**src/rtl/core/png_pkg.sv**
```systemverilog
// Shared types, register map and tap table for the PN code generator.
// No dependencies; used by scoped names from the core.
package png_pkg;

  localparam int unsigned MaxStages = 17;
  localparam int unsigned MaxCodes  = 17;
  localparam int unsigned CodeW     = 5;
  localparam int unsigned DataW     = 32;
  localparam int unsigned AddrW     = 4;

  typedef logic [MaxStages-1:0] stage_t;
  typedef logic [CodeW-1:0]     code_t;
  typedef logic [DataW-1:0]     data_t;

  // Register indexes; register i sits at byte address 4*i
  typedef enum logic [1:0] {
    RegCodeNumber = 2'd0,
    RegLowValue   = 2'd1,
    RegHighValue  = 2'd2
  } reg_idx_e;

  localparam code_t CodeReset = code_t'(10);
  localparam data_t LowReset  = data_t'(0);
  localparam data_t HighReset = data_t'(1);

  // Clamp the code number into 1..MaxCodes
  function automatic code_t eff_code(input code_t code);
    code_t c;
    c = code;
    if (c == '0) begin
      c = code_t'(1);
    end else if (c > code_t'(MaxCodes)) begin
      c = code_t'(MaxCodes);
    end
    return c;
  endfunction

  // Feedback tap mask; bit k marks stage k+1 as a tap
  function automatic stage_t tap_mask(input code_t code);
    stage_t m;
    unique case (code)
      5'd1:    m = 17'h00001;
      5'd2:    m = 17'h00003;
      5'd3:    m = 17'h00006;
      5'd4:    m = 17'h0000C;
      5'd5:    m = 17'h00014;
      5'd6:    m = 17'h00030;
      5'd7:    m = 17'h00060;
      5'd8:    m = 17'h000C6;
      5'd9:    m = 17'h00110;
      5'd10:   m = 17'h00240;
      5'd11:   m = 17'h00500;
      5'd12:   m = 17'h00990;
      5'd13:   m = 17'h01B00;
      5'd14:   m = 17'h03006;
      5'd15:   m = 17'h06000;
      5'd16:   m = 17'h0B400;
      default: m = 17'h12000;
    endcase
    return m;
  endfunction

  // Index of the last chip in a period: 2^n-2, which is zero for code 1
  function automatic stage_t last_index(input code_t code);
    logic [MaxStages:0] len;
    len = ({{MaxStages{1'b0}}, 1'b1}) << code;
    return stage_t'(len - (MaxStages+1)'(2));
  endfunction

endpackage

```
**src/rtl/core/pn_code_generator.sv**
```systemverilog
// PN code generator top level: config registers, shift register, chip counter.
// Depends on png_pkg for types, register map and tap table.

// Produces one PN chip per input beat, one beat per clock while the output
// drains. Each accepted beat advances a 17-stage XNOR-feedback shift register
// whose taps and period (2^n-1 chips, one chip for code 1) follow the
// code_number register; a beat with restart_i set clears the register and
// chip counter before stepping, so its chip is 1. The result appears on the
// output channel the cycle after the input beat, held in one output register;
// the input side stays ready while that register is empty or being drained,
// so the sustained rate is one chip per cycle while the output drains.
// Write the config registers only while no beat is in flight.
module pn_code_generator (
  input  logic                     clk_i,
  input  logic                     rst_ni,
  // config port
  input  logic                     psel,
  input  logic                     penable,
  input  logic                     pwrite,
  input  logic [png_pkg::AddrW-1:0] paddr,
  input  logic [png_pkg::DataW-1:0] pwdata,
  output logic [png_pkg::DataW-1:0] prdata,
  output logic                     pready,
  // input channel
  input  logic                     in_valid_i,
  output logic                     in_ready_o,
  input  logic                     restart_i,
  // output channel
  output logic                     out_valid_o,
  input  logic                     out_ready_i,
  output logic                     chip_bit_o,
  output logic signed [31:0]       chip_value_o,
  output logic                     period_end_o
);

  png_pkg::code_t  code_q;
  png_pkg::data_t  low_q, high_q;
  png_pkg::stage_t stages_q, stages_d;
  png_pkg::stage_t count_q, count_d;
  png_pkg::stage_t stages_base, count_base;
  png_pkg::code_t  code_eff;
  logic            wr_en, in_fire;
  logic            bit_d, last_d;
  logic            out_valid_q;
  logic            chip_bit_q, period_end_q;
  png_pkg::data_t  chip_value_q;

  assign pready = 1'b1;
  assign wr_en  = psel & penable & pwrite;

  // Write config registers
  always_ff @(posedge clk_i or negedge rst_ni) begin
    if (!rst_ni) begin
      code_q <= png_pkg::CodeReset;
      low_q  <= png_pkg::LowReset;
      high_q <= png_pkg::HighReset;
    end else if (wr_en) begin
      unique case (paddr[3:2])
        png_pkg::RegCodeNumber: code_q <= pwdata[png_pkg::CodeW-1:0];
        png_pkg::RegLowValue:   low_q  <= pwdata;
        png_pkg::RegHighValue:  high_q <= pwdata;
        default: ;
      endcase
    end
  end

  // Read back config registers
  always_comb begin
    unique case (paddr[3:2])
      png_pkg::RegCodeNumber:
        prdata = {{(png_pkg::DataW-png_pkg::CodeW){1'b0}}, code_q};
      png_pkg::RegLowValue:  prdata = low_q;
      png_pkg::RegHighValue: prdata = high_q;
      default:               prdata = '0;
    endcase
  end

  // Accept while the output register is free or draining
  assign in_ready_o = ~out_valid_q | out_ready_i;
  assign in_fire    = in_valid_i & in_ready_o;

  // Step the shift register and chip counter
  always_comb begin
    code_eff    = png_pkg::eff_code(code_q);
    stages_base = restart_i ? '0 : stages_q;
    count_base  = restart_i ? '0 : count_q;
    bit_d       = ~(^(stages_base & png_pkg::tap_mask(code_eff)));
    stages_d    = {stages_base[png_pkg::MaxStages-2:0], bit_d};
    last_d      = (count_base >= png_pkg::last_index(code_eff));
    count_d     = last_d ? '0 : count_base + png_pkg::stage_t'(1);
  end

  // Hold generator state
  always_ff @(posedge clk_i or negedge rst_ni) begin
    if (!rst_ni) begin
      stages_q <= '0;
      count_q  <= '0;
    end else if (in_fire) begin
      stages_q <= stages_d;
      count_q  <= count_d;
    end
  end

  // Output valid flag
  always_ff @(posedge clk_i or negedge rst_ni) begin
    if (!rst_ni) begin
      out_valid_q <= 1'b0;
    end else if (in_fire) begin
      out_valid_q <= 1'b1;
    end else if (out_ready_i) begin
      out_valid_q <= 1'b0;
    end
  end

  // Output payload
  always_ff @(posedge clk_i) begin
    if (in_fire) begin
      chip_bit_q   <= bit_d;
      chip_value_q <= bit_d ? high_q : low_q;
      period_end_q <= last_d;
    end
  end

  assign out_valid_o  = out_valid_q;
  assign chip_bit_o   = chip_bit_q;
  assign chip_value_o = chip_value_q;
  assign period_end_o = period_end_q;

endmodule

```
**config.mk**
```make
export PLATFORM = sky130hd
export DESIGN_NAME = pn_code_generator
export DESIGN_NICKNAME = d
export VERILOG_FILES = /design/src/rtl/core/png_pkg.sv /design/src/rtl/core/pn_code_generator.sv
export SDC_FILE = /design/constraint.sdc
export NUM_CORES = 1
export LEC_CHECK = 0
export ABC_AREA = 0
export BUFFER_PORTS_ARGS = -buffer_cell sky130_fd_sc_hd__buf_4
export CORE_MARGIN = 2
export CORE_UTILIZATION = 32
export DETAILED_ROUTE_END_ITERATION = 10
export SKIP_CTS_REPAIR_TIMING = 1
export SYNTH_ARGS = -nofsm -noshare
export SYNTH_HDL_FRONTEND = slang
export SYNTH_SLANG_ARGS = --single-unit
```
**constraint.sdc**
```tcl
create_clock -name clk_i -period 6.3 [get_ports clk_i]
set_input_delay 1.26 -clock clk_i [delete_from_list [all_inputs] [get_ports clk_i]]
set_output_delay 1.26 -clock clk_i [all_outputs]
set_load 0.02 [all_outputs]
```
== Yosys cells after proc, flatten, opt, wreduce, memory -nomap -nowiden ==
Memories as Yosys holds them, arrays and structs flattened.
Cells that the tools add are included.
Storage, ports and cells
  bits in registers: 138
  ROM bits: 544
  output and inout port bits: 69
  memories kept: 1
Cells by class
  add/subtract/negate cells: 2
  magnitude comparators: 2
  equal/unequal tests: 2
  shift operators: 1
  mux-type cells: 9
  bitwise gates (word level): 7
  reductions and logical operators: 7
Memory list
  (no name shown): words 32, bits a word 17, rd ports 1, clocked after Yosys merged registers in 0, write ports 0, RTL line png_pkg.sv:41  | unique case (code)
Operators with widths (number)
  $pmux W32 S3: 1
  $mux W17: 3
  $mux W32: 1
  $add A17 B1 Y17 const B: 1
  $and A17 B17 Y17: 1
  $ge A17 B17 Y1: 1
  $reduce_xor A17 Y1: 1
  $shl A1 B5 Y17 const A: 1
  $sub A17 B2 Y17 const B: 1
  $mux W5: 2
  $reduce_and A2 Y1: 3
  $gt A5 B5 Y1 const B: 1
  $logic_not A5 Y1: 1
  $and A1 B1 Y1: 3
  $eq A2 B1 Y1 const B: 1
  $eq A2 B2 Y1 const B: 1
  $logic_not A2 Y1: 1
  $mux W1: 2
  $not A1 Y1: 2
  $reduce_bool A2 Y1: 1
  $or A1 B1 Y1: 1

== Depth between registers and ports, before layout ==
Gate-level depths: netlist of the first run.
  depth in word-level cells: 7
  mapped depth: 23

== Worst setup path after synthesis of the first run ==
Ideal clock, no wire load.
  path type: register -> register
  start point: register code_q[4]
  end point: register count_q[9]
  library setup time: 116 ps
  arrival: 4516 ps
  required time: 6184 ps
  path slack: 1669 ps
  cell stages (with the launch flop): 21
  path buffers: 4
  clock period less this slack: 4631 ps
  path through: dfrtp_1 -> buf_2 -> clkbuf_1 -> clkbuf_1 -> xnor2_1 -> nor2b_1 -> inv_1 -> ha_1 -> clkbuf_1 -> nor3_1 -> a21oi_1 -> o21ai_0 -> nand2b_1 -> a32oi_1 -> ha_1 -> a21o_1 -> a21o_1 -> a221o_1 -> nor2_1 -> nand2_1 -> o311ai_0
On the way
  cells in the longest elaborated chain, start to end: 7
  elaborated cells between the ends (all ways): 8
  classes of those cells: 1 x add/sub; 2 x order compare; 1 x shift; 3 x mux; 1 x reduce/logical
Ends and longest elaborated chain
  start: declaration: RTL line pn_code_generator.sv:36  | png_pkg::code_t code_q;
  start signal: assignment: RTL line pn_code_generator.sv:54  | code_q <= png_pkg::CodeReset;
  start signal: assignment: RTL line pn_code_generator.sv:59  | png_pkg::RegCodeNumber: code_q <= pwdata[png_pkg::CodeW-1:0];
  $gt A5 B5 Y1: RTL line png_pkg.sv:32  | end else if (c > code_t'(MaxCodes)) begin
  $mux W5: RTL line png_pkg.sv:32
  $mux W5 *: RTL line png_pkg.sv:30  | if (c == '0) begin
  $shl A1 B5 Y17 *: RTL line png_pkg.sv:66  | len = ({{MaxStages{1'b0}}, 1'b1}) << code;
  $sub A17 B2 Y17 *: RTL line png_pkg.sv:67  | return stage_t'(len - (MaxStages+1)'(2));
  $ge A17 B17 Y1 *: RTL line pn_code_generator.sv:89  | last_d = (count_base >= png_pkg::last_index(code_eff));
  $mux W17 *: RTL line pn_code_generator.sv:90  | count_d = last_d ? '0 : count_base + png_pkg::stage_t'(1);
  end signal: assignment: RTL line pn_code_generator.sv:100  | count_q <= count_d;
  end: declaration: RTL line pn_code_generator.sv:39  | png_pkg::stage_t count_q, count_d;
Every way passes the cells marked *; elsewhere a longest branch is shown, timed or not.
A chain may end at the register's enable or synchronous reset.

== Worst setup path in the final report of the first run ==
  start point: register code_q[3]
  end point: register count_q[13]
The elaborated chain is that of the path after synthesis.

==> run_results.csv, run 1 <==
group,metric,value,unit
floorplanning,core,23300,sq um
critical_path,reg2reg_slack,1.37,ns
cts,clkTransAtPathRegs,0.07,ns
route,drt-pass1-iter-count,5,
critical_path,crit_fanout,9,
logic_synthesis,postSynthCellCount,680,
critical_path,arrival,5.23,ns
sta,drv_slew,0,
layout,syn2layout_area_growth,22.7,%
sta,timing.final.hold_violations,0,
min_path,holdPathEnd,"stages_q[10]",
route,routed_wl,18500,um
critical_path,reg2reg_to,"count_q[13]",
global_routing,grt_pass1_vias,5417,
cts,h-tree-depth,4,
critical_path,path_delay_family,"simple AND/OR/NAND/NOR gates",
global_routing,track_usage,15.0,%
cts,root_buffer,"clkbuf_16",
floorplanning,rows,56,
sta,fin_skew,0.0229,ns
cts,numCtsBuffers,17,
floorplanning,dieArea,24900,sq um
route,wire_per_inst,16.7,um
critical_path,cp-end-kind,"register",
critical_path,cpPeakStageDelay,0.59,ns
route,drt_iter0_markers,408,
critical_path,worst_setup_path_start_kind,"register",
sta,worst_slack,1.37,ns
layout,final_cells,1108,
power,peakVddDrop,152,uV
place,io_buffers,109,
logic_synthesis,synth_top_cell_area_share,33.4,%
min_path,min_path_cells,2,
layout,multi_input_area,3660,sq um
critical_path,reg2reg_from,"code_q[3]",
critical_path,cp.required,6.60,ns
layout,layout-drive-gt1-share,33.2,%
logic_synthesis,synthTopCellsByArea,"dfrtp_1 33%, edfxtp_1 14%, mux2_2 11%, mux2_4 4.0%, ha_1 3.8%",
logic_synthesis,async_flop_share,75.4,%
global_routing,grt_pass1_wl,29200,um
min_path,min-delay-start,"stages_q[10]",
sta,fin_crit,4.93,ns
power,p_leak,4.03,nW
power,powerDensity,343,nW/um^2
logic_synthesis,yosysSeqAreaShare,48.0,%
cts,clk_path_buf_depth,2,
layout,layout.nets,843,
global_routing,antenna_found_initial,0,
cts,cts_tree,"yes",
critical_path,critical_path.cell_chain,"or2_2 -> nor2_1 -> xnor2_1 -> nor2b_1 -> inv_1 -> ha_1 -> nor3_1 -> a21oi_1 -> o21ai_0 -> nand2b_1 -> a32oi_1 -> ha_1 -> a21o_1 -> a21o_1 -> a221o_1 -> nor2_1 -> nand2_1 -> o311ai_0",
layout,n_fill_cell,2278,
logic_synthesis,syn_nets,747,
global_routing,grt_max_degree,61,
critical_path,cpMaxStageDelayCell,"nor3_1",
layout,register_area,3630,sq um
logic_synthesis,synth_area_per_cell,11.1,sq um
floorplanning,die_width,158,um
sta,slew_headroom,27.5,%
critical_path,rr_worst_depth,18,
logic_synthesis,synth_top_flop_cell,"dfrtp_1",
sta,setup_viol,0,
route,postRouteAntennaNets,0,
place,hpwl,12600,um
status,run_status,"complete, no violations",
global_routing,overflow,0,
logic_synthesis,synth_area_leader_cell,"dfrtp_1",
cts,insertion_delay,0.44,ns
min_path,hp-class,"reg -> reg",
sta,worstMarginPinSlew,1.08,ns
cts,cts.sinks,138,
layout,diodes,0,
floorplanning,ios,113,
sta,period_share,78.3,%
sta,rsz0062_at_grt,"false",
logic_synthesis,synth_cell_type_count,57,
logic_synthesis,yosysWarnings,0,
place,dp.cells,1076,
floorplanning,start_util,32.4,%
route,vias_per_cell,4.92,
logic_synthesis,ys_ff_latch,138,
critical_path,path_class,"reg -> reg",
sta,timing.fmax,203,MHz
logic_synthesis,netlist_area,7560,sq um
route,drc_errors,0,
place,gp_congestion,0.860,
route,num_vias,5448,
sta,finalSetupTns,0,ns
floorplanning,dieHeight,158,um
logic_synthesis,synth_edf_count,34,
job,cap_violations,0,
critical_path,critical_path_buf_inv_count,1,
place,dp_slack,1.33,ns
## per-layer routing
layer / vias to the layer above / track usage (%) / part of all wire [%]
li1: 2647 / - / -
met2: 105 / 23.8 / 48
met1: 2675 / 20.5 / 47
met3: 21 / 3.12 / 3.4
met5: - / 0 / 0
met4: 0 / 4.55 / 1.6
## cell usage in the layout (no fill, tap or decap), drive strengths merged, types with 3 or more instances in the layout
master,n
and2,4
o21a,3
o21ai,48
buf,121
xor2,3
a21oi,23
a22o,27
a22oi,3
edfxtp,34
mux2,104
nor2b,23
nor3,13
nand2,67
a21o,7
nor2,27
inv,27
nand2b,23
mux2i,9
nand4,8
dfrtp,101
a31oi,6
clkbuf,17
xnor2,8
and4,6
o211ai,4
o311ai,3
dfstp,3
clkinv,5
nand3,12
ha,23
## metrics by stage
stage | instance area (sq um) | total power (W) | utilization, % | hold slack [ns]
3_3_place_gp | 8670 | 0.00218 | 37.2 | 0.460
5_1_grt | 9270 | 0.00336 | 39.7 | 0.524
4_1_cts | 9270 | 0.00322 | 39.7 | 0.488
2_1_floorplan | 7560 | 0.00190 | - | 0.442
6_report | 9270 | 0.00318 | 39.7 | 0.486
3_5_place_dp | 8670 | 0.00220 | 37.2 | 0.472
## worst max path at each step
stage | from | endpoint | slack, ns | cells after the start
2_1_floorplan | code_q[4] | count_q[9] | 1.67 | 20
3_3_place_gp | code_q[3] | count_q[14] | 1.51 | 18
6_report | code_q[3] | count_q[13] | 1.37 | 18
3_5_place_dp | code_q[3] | count_q[13] | 1.33 | 18
5_1_grt | code_q[3] | count_q[13] | 0.89 | 18
4_1_cts | code_q[3] | count_q[13] | 1.37 | 18
## cells in the mapped netlist (3+ instances only)
library cell	n
a21o_1	7
a21oi_1	23
a22o_1	27
a22oi_1	3
a31oi_1	6
and2_1	4
and4_1	6
buf_1	9
buf_2	6
buf_6	4
clkbuf_1	24
dfrtp_1	101
dfstp_2	3
edfxtp_1	34
ha_1	23
inv_1	19
mux2_1	8
mux2_2	76
mux2_4	20
mux2i_1	9
nand2_1	67
nand2b_1	23
nand3_1	12
nand4_1	8
nor2_1	26
nor2b_1	23
nor3_1	13
o211ai_1	3
o21a_1	3
o21ai_0	47
o311ai_0	3
xnor2_1	8
## worst register-to-register path: stages (launching register included)
cell and delay (ns):
dfstp_2 0.36, or2_2 0.35, nor2_1 0.15, xnor2_1 0.13, nor2b_1 0.26, inv_1 0.10, ha_1 0.33, nor3_1 0.59
a21oi_1 0.07, o21ai_0 0.34, nand2b_1 0.09, a32oi_1 0.22, ha_1 0.27, a21o_1 0.16, a21o_1 0.17, a221o_1 0.38
nor2_1 0.41, nand2_1 0.13, o311ai_0 0.32
## flip-flops by register name, summed over array words and instances, names as in the netlist
name / flops
low_q: 32
period_end_o: 1
chip_value_o: 32
code_q: 5
chip_bit_o: 1
count_q: 17
out_valid_o: 1
high_q: 32
stages_q: 17
## cells by family after synthesis
kind of cell / synth area share, %
compound gates: 11.8
xor+xnor: 1.92
mux: 17.7
fa+ha+maj: 3.81
buf+inv: 3.68
simple gates: 13.0
other cells: 0.0496
flops: 48.0
## power by group
group | internal [W] | leakage [nW] | switching (W)
logic | 0.000452 | 2.11 | 0.000505
clock network | 0.000534 | 0.285 | 0.000468
registers | 0.00111 | 1.64 | 0.000112
## final cells by class
| cell class | instances | share of cell area, % |
|---|---|---|
| multi-input combinational | 479 | 39.4 |
| sequential | 138 | 39.1 |
| timing repair buffer | 121 | 9.93 |
| clock buffer | 17 | 4.59 |
| tap | 319 | 4.30 |
| clock inverter | 15 | 1.88 |
| inverter | 19 | 0.769 |
Power figures use the tool's default switching activity.
==> run 2: changes to the inputs <==
==> constraint.sdc (replaced) <==
create_clock -name clk_i -period 4.65 [get_ports clk_i]
set_input_delay 0.93 -clock clk_i [delete_from_list [all_inputs] [get_ports clk_i]]
set_output_delay 0.93 -clock clk_i [all_outputs]
set_load 0.02 [all_outputs]
==> run 2 against run 1 <==
- global-route usage grew 0.37 points
- highest routed layer unchanged
- combinational power grew 38%
- clock power grew 31%
- flip-flop and latch count is the same
- setup slack lost 1.0 ns
- sequential power grew 35%
- critical path type unchanged
- count of clock-buffer cells in the layout grew 2
- first-iteration DRC count shrank 8.1%
- non-clock buffer count grew 11
- clock skew shrank 0.012 ns
- die area is the same
==> run_results.csv, run 2 (synthesized netlist as in run 1, its figures left out) <==
group,metric,value,unit
power,p_leak,4.07,nW
sta,fin_skew,0.0106,ns
sta,period_share,92.0,%
global_routing,track_usage,15.3,%
cts,root_buffer,"clkbuf_16",
place,io_buffers,109,
power,p_int,0.00288,W
critical_path,crit_fanout,34,
route,postRouteAntennaNets,0,
sta,rsz0062_at_grt,"false",
sta,worstMarginPinSlew,1.02,ns
route,drt_iter0_markers,375,
place,dpl_cell_area,8750,sq um
route,num_vias,5548,
global_routing,antenna_found_initial,0,
sta,whs,0.475,ns
cts,cts.sinks,138,
cts,cts_tree,"yes",
floorplanning,core,23300,sq um
place,gp_congestion,0.837,
sta,fin_crit,4.28,ns
sta,slew_headroom,31.6,%
cts,numCtsBuffers,17,
sta,finalSetupTns,0,ns
layout,layout.nets,854,
critical_path,cp-end-kind,"register",
critical_path,arrival,4.44,ns
sta,drv_slew,0,
global_routing,grt_pass1_wl,29900,um
route,vias_per_cell,4.96,
critical_path,worst_setup_path_start_kind,"register",
global_routing,overflow,0,
power,sw_frac_of_total,32.8,%
floorplanning,start_util,32.4,%
min_path,hp-class,"reg -> reg",
critical_path,critical_path.cell_chain,"or2_2 -> nor2_1 -> xnor2_1 -> nor2b_2 -> inv_1 -> ha_1 -> buf_4 -> and4bb_1 -> o211ai_2 -> xnor2_1 -> xnor2_1 -> xnor3_1 -> xor2_2 -> xor2_4 -> buf_12 -> mux2_2",
status,run_status,"complete, no violations",
sta,setup_viol,0,
critical_path,cpMaxStageDelayCell,"xnor3_1",
floorplanning,rows,56,
power,peakVddDrop,242,uV
route,drt-pass1-iter-count,4,
cts,clk_path_buf_depth,2,
route,routed_wl,18600,um
cts,clkTransAtPathRegs,0.06,ns
global_routing,grt_max_degree,61,
critical_path,critPathMostFrequentCell,"xnor2_1",
cts,h-tree-depth,4,
global_routing,grt_pass1_vias,5576,
cts,insertion_delay,0.42,ns
power,p_clk_share,30.6,%
floorplanning,ios,113,
floorplanning,dieHeight,158,um
power,p_comb_share,30.8,%
power,powerDensity,459,nW/um^2
layout,final_common_cell,"buf_4",
layout,layout_common_cells,"130 x buf_4, 101 x dfrtp_1, 76 x mux2_2",
power,seq_power_share,38.5,%
sta,timing.final.hold_violations,0,
route,drc_errors,0,
job,cap_violations,0,
critical_path,path_class,"reg -> reg",
place,hpwl,12400,um
critical_path,cp.required,4.81,ns
layout,layout-drive-gt1-share,34.1,%
power,power.switching,0.00140,W
floorplanning,dieArea,24900,sq um
sta,timing.fmax,234,MHz
layout,diodes,0,
place,dp.cells,1085,
floorplanning,die_width,158,um
layout,syn2layout_area_growth,23.6,%
layout,final_cells,1119,
critical_path,cpPeakStageDelay,0.44,ns
layout,final_cell_area,9340,sq um
route,wire_per_inst,16.6,um
run 2: cell count changes in the layout (fill, tap and decap cells not counted), sizes merged:
cell,change
clkbuf,+2
bufinv,+1
inv,-1
buf,+11
clkinv,-2
run 2: worst max-delay path: cells and delay by family, from the launching register on:
kind / cells / cell delay, ns
mux: 1 / 0.38
simple gates: 4 / 0.94
compound gates: 1 / 0.19
xor+xnor: 6 / 1.29
buf+inv: 3 / 0.55
fa+ha+maj: 1 / 0.28
flops: 1 / 0.37
run 2: cell type report:
cell class | instances | area, sq um
sequential | 138 | 3630
multi-input combinational | 479 | 3660
fill | 2263 | 14000
tap | 319 | 399
timing repair buffer | 132 | 1020
clock buffer | 19 | 433
clock inverter | 13 | 129
inverter | 19 | 71.3
run 2: power by group through the flow:
stage	Combinational, W	Sequential (W)	Clock [W]
final	0.00132	0.00165	0.00131
after global routing	0.00145	0.00169	0.00140
after CTS	0.00133	0.00165	0.00134
after detailed placement	0.00133	0.00167	0
after global placement	0.00131	0.00167	0
after floorplan	0.000882	0.00170	0
run 2: metal layers:
layer / vias up / share of wire, % / GRT usage, %
met5: - / 0 / 0
met4: 0 / 1.6 / 4.98
met3: 24 / 3.8 / 2.79
met2: 109 / 47 / 24.6
met1: 2749 / 48 / 21.0
li1: 2666 / - / -
run 2: path summary, 6_finish.rpt:
| path | startpoint | to | slack (ns) | cells after the start |
|---|---|---|---|---|
| worst min register to register | stages_q[1] | stages_q[1] | 0.47 | 2 |
| min in group asynchronous | rst_ni | count_q[12] | 0.61 | 1 |
| worst min-delay path | stages_q[1] | stages_q[1] | 0.47 | 2 |
| max in group asynchronous | rst_ni | code_q[1] | 3.11 | 2 |
| worst max register to register | code_q[3] | chip_value_o[2] | 0.37 | 16 |
| worst max-delay path | code_q[3] | chip_value_o[2] | 0.37 | 16 |
run 2: metrics by stage:
step	util, %	power, W	worst slack [ns]
final	40.0	0.00429	0.370
after global routing	40.0	0.00454	0.00883
after CTS	39.9	0.00433	0.118
after detailed placement	37.5	0.00300	0.141
after global placement	37.5	0.00298	0.224
after floorplan	-	0.00258	0.0188
